<file path="config.mk">
export PLATFORM = sky130hd
export DESIGN_NAME = wgpp_ram
export DESIGN_NICKNAME = d
export VERILOG_FILES = /design/src/hw/rtl/wgpp_ram.sv
export SDC_FILE = /design/constraint.sdc
export NUM_CORES = 1
export LEC_CHECK = 0
export ABC_AREA = 1
export BUFFER_PORTS_ARGS = -buffer_cell sky130_fd_sc_hd__buf_2
export CORE_MARGIN = 5
export CORE_UTILIZATION = 53
export DETAILED_ROUTE_END_ITERATION = 10
export PLACE_DENSITY = 0.8
export RECOVER_POWER = 25
export SYNTH_ARGS = -nofsm -noshare
export SYNTH_HDL_FRONTEND = slang
export SYNTH_SLANG_ARGS = --single-unit
</file>
<file path="constraint.sdc">
create_clock -name clk -period 1.8 [get_ports clk]
set_clock_uncertainty 0.1 [all_clocks]
set_input_delay 0.18 -clock clk [delete_from_list [all_inputs] [get_ports clk]]
set_output_delay 0.18 -clock clk [all_outputs]
set_load 0.005 [all_outputs]
</file>
<file path="src/hw/rtl/wgpp_ram.sv">
`timescale 1ns / 1ps
// ----------------------------------------------------------------------------
// wgpp_ram
// Simple dual-port synchronous RAM, one write and one registered read port.
// ----------------------------------------------------------------------------
module wgpp_ram #(
  parameter int WIDTH = 8,
  parameter int DEPTH = 16,
  localparam int AW = $clog2(DEPTH)
) (
  input  logic             clk,
  input  logic             we,
  input  logic [AW-1:0]    waddr,
  input  logic [WIDTH-1:0] wdata,
  input  logic [AW-1:0]    raddr,
  output logic [WIDTH-1:0] rdata
);

  logic [WIDTH-1:0] mem [DEPTH];

  always_ff @(posedge clk) begin
    if (we) begin
      mem[waddr] <= wdata;
    end
  end

  always_ff @(posedge clk) begin
    rdata <= mem[raddr];
  end

endmodule

</file>
* Yosys cells after proc, flatten, opt, wreduce, memory -nomap -nowiden
Memories as Yosys holds them, arrays and structs flattened. A register that Yosys moved wholly into a read port is not among the register bits.
Index checks and enable logic that the tools add are counted.
** Storage, ports and cells
- Register bits after elaboration :: 0
- Memory bits (writable) :: 128
- Bits of input ports :: 18
- Output and inout bits :: 8
- Logic and storage cells :: 3
- Memories :: 1
** Cells by class
- Muxes and demuxes :: 2
** Memories
- mem :: depth 16, bits a word 8, read ports 1, clocked after memory_dff 1, wr ports 1, line 19 : logic [WIDTH-1:0] mem [DEPTH];
** Operators with widths (number)
- 1-bit two-way mux :: 2

* Longest topological paths before layout
Gate-level depths: netlist of run 1.
- Word-level depth :: 2
- Depth in mapped cells :: 8
- Gate-level depth less buffers :: 7

* Worst setup path after synthesis of run 1
OpenSTA, ideal clock, no wires.
- Path kind :: input -> register
- Start :: input port waddr[2]
- End :: memory mem[10][0], enable pin
- Setup time :: 370 ps
- Data arrival time :: 761 ps
- Required time :: 1330 ps
- Slack :: 569 ps
- Stages on the path :: 2
- Buffers on the path :: 0
- Cells stage by stage :: nand3b_1 nor2_1
** RTL lines
- start, declared :: line 13 : input logic [AW-1:0] waddr,
- end, declared :: line 19
Straight into the memory's write port.

* Worst setup path in the final report of run 1
- Start :: register rdata[1], read port of mem
- End :: output port rdata[1]
** RTL lines
- start, declared :: line 16 : output logic [WIDTH-1:0] rdata
No word-level cell between the ends.

==> results of run 1 <==
[flip-flops by register name (all words and copies together) (netlist names)]
name   flops
mem      128
rdata      8
[cell families (layout without fill, tap and decap cells)]
family                 after synthesis  in the layout  share of synthesized area
buffers and inverters              126            187                     0.0952
flip-flops                         136            136                      0.694
AND/OR/NAND/NOR                    289            289                      0.210
[layer usage]
metal / track usage / up-vias / routed length, µm
met5: 0 / - / 0
met4: 0.108 / 0 / 483
met3: 0.0566 / 47 / 1170
met2: 0.361 / 240 / 6670
met1: 0.281 / 1951 / 5170
li1: - / 1870 / -
[cell usage in the layout, fill, tap and decap left out]
| cell type | instances |
|---|---|
| clkinv_4 | 3 |
| buf_2 | 24 |
| clkinv_1 | 2 |
| inv_2 | 2 |
| clkbuf_8 | 1 |
| dfxtp_1 | 8 |
| nor2_1 | 17 |
| clkbuf_1 | 11 |
| buf_4 | 8 |
| edfxtp_1 | 128 |
| dlygate4sd3_1 | 9 |
| bufinv_16 | 4 |
| clkbuf_16 | 16 |
| nand2_1 | 173 |
| clkinv_2 | 4 |
| nand3_1 | 97 |
| clkinvlp_4 | 1 |
| buf_12 | 2 |
| inv_1 | 100 |
| nand3b_1 | 2 |
[synthesized netlist by cell type]
cell / number / area [µm²]
buf_1: 1 / 3.75
buf_2: 13 / 65.1
buf_4: 4 / 30.0
buf_6: 6 / 67.6
dfxtp_1: 8 / 160
edfxtp_1: 128 / 3840
inv_1: 100 / 375
inv_2: 2 / 7.51
nand2_1: 173 / 649
nand3_1: 97 / 485
nand3b_1: 2 / 15.0
nor2_1: 17 / 63.8
[area by class of cell]
type                            instances  area share
Timing Repair Buffer                   53      0.0517
Clock buffer                           18      0.0622
Sequential cell                       136       0.596
Inverter                              102      0.0570
Tap cell                              140      0.0261
Multi-Input combinational cell        289       0.181
Clock inverter                         14      0.0270
[timing repair]
action,4_1_cts,5_1_grt
hold buffers,9,0
hold endpoints to repair,136,0
resized for setup,0,0
[tightest hold or removal path: cells and delay by family]
| kind | cells | cell delay [ps] |
|---|---|---|
| simple gates | 3 | 250 |
| buf+inv | 1 | 220 |
[where the power goes]
part           total [mW]  leakage [nW]  internal [mW]  switching (mW)
clock network        3.50         0.293           2.23            1.27
logic               0.444          1.40          0.135           0.309
registers            3.57          1.22           3.54          0.0248
[stage by stage]
stage / hold WS (ps) / instances / util / setup slack, ps
2_1_floorplan: 179 / 551 / - / 569
3_3_place_gp: 452 / 711 / 0.565 / 351
3_5_place_dp: 459 / 711 / 0.565 / 291
4_1_cts: 22.1 / 752 / 0.629 / 442
5_1_grt: 88.8 / 752 / 0.626 / 444
6_report: 50.8 / 752 / 0.626 / 488
[worst paths after layout]
kind / slack (ps) / cells after the start / start / end
max: 490 / 1 / rdata[1] / rdata[1]
min: 50 / 4 / raddr[2] / rdata[2]
max reg2reg: 600 / 6 / mem[11][1] / rdata[1]
min reg2reg: 570 / 6 / mem[10][3] / rdata[3]
==> impl_metrics.toml, run 1 <==
[floorplanning]
start_util = 0.537
fp-row-count = 38
fp.dieW_um = 114
ios = 26
die_height_um = 114
design.die.area_mm2 = 0.0131
placeableCoreArea_mm2 = 0.0107

[clock_tree]
post_cts_setup_driven_buffer_insertion_count = 0
htree_levels = 4
ctsLongestPathBuffers = 2
clkLatencyLatePin_ps = 530
clock_sinks = 136
tritoncts = "built"
clk_root_buffer_cell = "clkbuf_8"
tritoncts.num_buffers = 17
clkSlewWorstSetupHoldPaths_ps = 60

[pwr]
power_density_mw_per_mm2 = 1120
total_power_mw = 7.51
p_leak_nw = 2.92
ir_drop_v = 0.000445

[synth]
mean_instance_size_in_the_synthesized_netlist_um2 = 10.5
yosys.cell_types.count = 12
synth.yosys.warnings = 0
postSynthRegisterBits = 136
share_of_the_yosys_chip_area_belonging_to_registers = 0.694
synth_area_mm2 = 0.00577
synth_cells = 551
syn_nets = 569

[layout]
postLayoutCellArea_mm2 = 0.00672
final_layout_size_suffix_gt1_frac = 0.106
area.sequential_mm2 = 0.00400
synthToLayoutAreaGrowth_pct = 16.6
fill_cells = 821
num-nets-final = 617
antenna_cells_inserted = 0
multiInputGateArea_mm2 = 0.00121

[sta]
timing.final.max_slew_violations = 0
fmax_ghz = 0.762
rsz0062_at_grt = "false"
setup_violations = 0
timing.final.crit_period_ps = 1310
pin_slew_with_the_least_headroom_to_its_limit_ps = 677
setup_tns_ps = 0
layout_worst_path_cycle_share = 0.729
slew-limit-headroom = 0.549
final-hold-violation-count = 0

[setup_path]
arrival_ps = 1030
path_cells = "buf_2"
type_of_origin_of_the_critical_path = "flop"
timing.critical_path.fanout_max = 1
cpLargestDelayFamily = "flip-flops"
critical_path.n_buffers_inverters = 1
worst_path_max_delay_cell = "dfxtp_1"
path_class = "flop to primary output"
crit_required_ps = 1520
crit_path_max_incr_delay_ps = 360
timing.critical_path.to_type = "primary output"

[global_routing]
grtUsageTotal = 0.223
initial_antenna_violation_count = 0
vias_in_the_first_global_route = 4067
overflow = 0
maximum_number_of_pins_on_one_net_before_global_route_repair = 65
grt_first_pass_wirelength_um = 21500

[place]
post-dp-hpwl_um = 7800
placed_cell_area_mm2 = 0.00607
portBuffers = 25
gp_congestion = 0.914

[routing]
drt-pass1-iter-count = 5
dr_total_vias = 4108
drt_iter0_markers = 510
vias_per_cell = 5.46
route.detailed.drc = 0
wl_um = 13500
routedWlPerCell_um = 17.9
detail-route-antenna-nets = 0

[outcome]
outcome = "complete, no violations"

[hold_path]
timing.hold.worst.class = "input pin to flop"

[job]
drv.max_cap_violation_count = 0
Power figures use the tool's default switching activity.
==> run 2: changes to the inputs <==
==> constraint.sdc (replaced) <==
create_clock -name clk -period 1.3 [get_ports clk]
set_clock_uncertainty 0.1 [all_clocks]
set_input_delay 0.13 -clock clk [delete_from_list [all_inputs] [get_ports clk]]
set_output_delay 0.13 -clock clk [all_outputs]
set_load 0.005 [all_outputs]
==> run 2 against run 1 <==
Non-clock buffer count grew 7. Register-to-register slack got worse by 360 ps. Setup slack lost 430 ps. Wire length decreased by 12%. Largest cell class unchanged. Sequential cell count unchanged. Hold slack worse by 1.9 ps.
==> impl_metrics.toml, run 2 (synthesized netlist as in run 1, its figures left out) <==
[pwr]
power_density_mw_per_mm2 = 1470
ir_drop_v = 0.000815
p_leak_nw = 2.92
total_power_mw = 9.90

[clock_tree]
clkSlewWorstSetupHoldPaths_ps = 60
clock_sinks = 136
tritoncts = "built"
clkLatencyLatePin_ps = 510
hold_buffers = 9
clk_root_buffer_cell = "clkbuf_8"
ctsLongestPathBuffers = 2
post_cts_setup_driven_buffer_insertion_count = 0
htree_levels = 4
tritoncts.num_buffers = 17
number_of_gates_given_a_new_drive_strength_after_cts = 0

[setup_path]
worst_path_max_delay_cell = "dfxtp_1"
timing.critical_path.to_type = "primary output"
arrival_ps = 1010
cpLargestDelayFamily = "flip-flops"
path_cells = "buf_2"
path_class = "flop to primary output"
crit_path_max_incr_delay_ps = 370
critical_path.n_buffers_inverters = 1
timing.critical_path.fanout_max = 1
type_of_origin_of_the_critical_path = "flop"
crit_required_ps = 1070

[sta]
timing.final.crit_period_ps = 1240
setup_tns_ps = 0
hold_ws_ps = 49.0
setup_violations = 0
slew-limit-headroom = 0.604
fmax_ghz = 0.807
final-hold-violation-count = 0
timing.final.max_slew_violations = 0
layout_worst_path_cycle_share = 0.953
pin_slew_with_the_least_headroom_to_its_limit_ps = 594
finalWorstSetupSlack_ps = 60.9
rsz0062_at_grt = "false"

[routing]
highest_routed_metal_layer = "met4"
detail-route-antenna-nets = 0
route.detailed.drc = 0
dr_total_vias = 3917
routedWlPerCell_um = 15.7
drt_iter0_markers = 343
drt-pass1-iter-count = 5
wl_um = 11900
wl_met1_um = 4810
wl_met2_um = 6020
detailroute.wirelength.met3_um = 777
vias_per_cell = 5.17

[floorplanning]
design.die.area_mm2 = 0.0131
die_height_um = 114
start_util = 0.537
fp.dieW_um = 114
ios = 26
fp-row-count = 38
placeableCoreArea_mm2 = 0.0107

[layout]
postLayoutCellArea_mm2 = 0.00673
largest_reg_flops = 128
layout.core_utilization = 0.626
biggestRegsByFlops = "mem: 128 flops, rdata: 8 flops"
area.sequential_mm2 = 0.00400
multiInputGateArea_mm2 = 0.00121
synthToLayoutAreaGrowth_pct = 16.7
num-nets-final = 624
largest-register = "mem"
fill_cells = 819
layout.cells.most_common = "nand2_1"
antenna_cells_inserted = 0
layout.cells.non_filler = 758
final_layout_size_suffix_gt1_frac = 0.107
layout.cells.most_common_list = "nand2_1 (173), edfxtp_1 (128), inv_1 (100), nand3_1 (97), buf_2 (22)"

[place]
gp_congestion = 0.797
placed_cell_area_mm2 = 0.00613
portBuffers = 25
post-dp-hpwl_um = 7540
post-place-cells = 718
dp_slack_ps = 65.5

[global_routing]
initial_antenna_violation_count = 0
grtUsageTotal = 0.201
grt_first_pass_wirelength_um = 19700
overflow = 0
maximum_number_of_pins_on_one_net_before_global_route_repair = 33
vias_in_the_first_global_route = 3980

[hold_path]
timing.hold.worst.class = "input pin to flop"

[outcome]
outcome = "complete, no violations"

[job]
drv.max_cap_violation_count = 0
[run 2: area by class of cell]
cell class / instances / share of cell area
Clock buffer: 28 / 0.0751
Timing Repair Buffer: 60 / 0.0610
Tap cell: 140 / 0.0260
Sequential cell: 136 / 0.595
Multi-Input combinational cell: 289 / 0.180
Inverter: 102 / 0.0569
Clock inverter: 3 / 0.00595
[run 2: worst paths after layout]
check        startpoint       end  slack (ps)  cells past startpoint
max            rdata[5]  rdata[5]          60                      1
min            raddr[1]  rdata[6]          50                      6
max reg2reg   mem[9][4]  rdata[4]         240                      6
min reg2reg  mem[11][0]  rdata[0]         570                      6
[run 2: power breakdown]
| part | total (mW) | leakage (nW) | switching, mW | internal, mW |
|---|---|---|---|---|
| clock network | 4.36 | 0.269 | 1.59 | 2.78 |
| registers | 4.94 | 1.22 | 0.0321 | 4.90 |
| logic | 0.601 | 1.43 | 0.396 | 0.205 |
[run 2: metal layers]
metal / vias up / global-route usage
li1: 1878 / -
met1: 1846 / 0.253
met2: 160 / 0.327
met3: 33 / 0.0444
met4: 0 / 0.105
met5: - / 0
==> run 3: changes to the inputs <==
--- a/config.mk
+++ b/config.mk
@@ -6,11 +6,11 @@
 export NUM_CORES = 1
 export LEC_CHECK = 0
 export ABC_AREA = 1
-export BUFFER_PORTS_ARGS = -buffer_cell sky130_fd_sc_hd__buf_2
 export CORE_MARGIN = 5
 export CORE_UTILIZATION = 53
 export DETAILED_ROUTE_END_ITERATION = 10
-export PLACE_DENSITY = 0.8
+export DONT_BUFFER_PORTS = 1
+export PLACE_DENSITY = 0.78
 export RECOVER_POWER = 25
 export SYNTH_ARGS = -nofsm -noshare
 export SYNTH_HDL_FRONTEND = slang
==> run 3 against run 2 <==
Fmax shrank 1.1%. Wire length grew 6.4%. Setup slack worse by 14 ps. Critical path type is now input pin to flop. Critical path depth grew 3. First-iteration DRC count is 24% higher. The run now ends with negative hold slack left. Sequential cell count stayed put. Die area unchanged.
==> impl_metrics.toml, run 3 (synthesized netlist as in run 1, its figures left out) <==
[place]
dp_slack_ps = 99.9
post-dp-hpwl_um = 7620
gp_congestion = 0.883
portBuffers = 0

[sta]
setup_tns_ps = 0
hold_ws_ps = -128
timing.final.crit_period_ps = 1250
layout_worst_path_cycle_share = 0.964
timing.final.max_slew_violations = 0
pin_slew_with_the_least_headroom_to_its_limit_ps = 788
slew-limit-headroom = 0.473
fmax_ghz = 0.798
setup_violations = 0
final-hold-violation-count = 8
finalWorstSetupSlack_ps = 47.0
rsz0062_at_grt = "false"

[layout]
antenna_cells_inserted = 0
layout.cells.most_common_list = "nand2_1 (173), edfxtp_1 (128), inv_1 (100), nand3_1 (97), nor2_1 (17)"
layout.cells.most_common = "nand2_1"
multiInputGateArea_mm2 = 0.00121
fill_cells = 818
largest-register = "mem"
area.sequential_mm2 = 0.00400
largest_reg_flops = 128
final_layout_size_suffix_gt1_frac = 0.0743
num-nets-final = 597
synthToLayoutAreaGrowth_pct = 14.2
biggestRegsByFlops = "mem: 128 flops, rdata: 8 flops"

[setup_path]
type_of_origin_of_the_critical_path = "input pin"
timing.critical_path.fanout_max = 16
arrival_ps = 1570
path_class = "input pin to flop"
timing.critical_path.to_type = "flop"
crit_required_ps = 1610

[global_routing]
initial_antenna_violation_count = 0
grtUsageTotal = 0.211
maximum_number_of_pins_on_one_net_before_global_route_repair = 66
overflow = 0
grt_first_pass_wirelength_um = 20200
vias_in_the_first_global_route = 3745

[job]
drv.max_cap_violation_count = 0

[clock_tree]
clkSlewWorstSetupHoldPaths_ps = 60
post_cts_setup_driven_buffer_insertion_count = 0
ctsLongestPathBuffers = 2
tritoncts.num_buffers = 17
number_of_gates_given_a_new_drive_strength_after_cts = 0
htree_levels = 4
clock_sinks = 136
hold_buffers = 12
tritoncts = "built"
clk_root_buffer_cell = "clkbuf_8"
clkLatencyLatePin_ps = 520

[pwr]
p_leak_nw = 2.81
ir_drop_v = 0.00105
power_density_mw_per_mm2 = 1480

[hold_path]
timing.hold.worst.class = "input pin to flop"

[routing]
routedWlPerCell_um = 17.4
detail-route-antenna-nets = 0
dr_total_vias = 3819
route.detailed.drc = 0
vias_per_cell = 5.22
drt-pass1-iter-count = 5
drt_iter0_markers = 424
wl_um = 12700

[floorplanning]
fp-row-count = 38
die_height_um = 114
design.die.area_mm2 = 0.0131
ios = 26
start_util = 0.537
fp.dieW_um = 114
placeableCoreArea_mm2 = 0.0107

[outcome]
violated_checks = "negative hold slack"
outcome = "finished, violations left"
==> run 3: changes by cell type in the layout (fill, tap and decap cells not counted), sizes merged <==
cell         before  now
clkbuf           40   28
clkinv            2    9
buf              39   13
dlygate4sd3       9   11
clkinvlp          0    3
==> run 3: worst max-delay path, cell delays in order <==
cell           delay, ps
dlygate4sd3_1        990
nand3_1              200
nand3_1              170
nand2_1               80
==> run 3: final cells by class <==
type | count | area share
flip-flops and latches | 136 | 0.608
multi-input cells | 289 | 0.184
clock buffers | 19 | 0.0640
inverters | 102 | 0.0582
repair buffers | 33 | 0.0424
well taps | 140 | 0.0266
clock inverters | 13 | 0.0163
==> run 3: worst paths after layout <==
path / start / cells past startpoint / slack [ps] / endpoint
max: raddr[2] / 4 / 50 / rdata[0]
min: raddr[0] / 5 / -130 / rdata[4]
max reg2reg: mem[8][4] / 6 / 130 / rdata[4]
min reg2reg: mem[12][5] / 6 / 560 / rdata[5]
==> run 3: power breakdown <==
group          internal, mW  total (mW)  switching [mW]
clock network          2.51        4.24            1.73
registers              4.91        4.95          0.0423
logic                 0.168       0.524           0.356
total                  7.58        9.71            2.13
==> run 3: routing by layer <==
layer,wire [µm],global-route usage
met1,5090,0.274
met2,6170,0.326
met3,1020,0.0592
met4,425,0.109
met5,0,0
==> run 3: through the flow <==
stage | cells | utilization | cell area [µm²] | power (mW)
finish | 732 | 0.613 | 6580 | 9.71
global route | 732 | 0.613 | 6580 | 10.0
CTS | 732 | 0.616 | 6620 | 9.78
detailed placement | 688 | 0.554 | 5960 | 5.43
global placement | 688 | 0.554 | 5960 | 5.42
floorplan | 551 | - | 5770 | 5.37
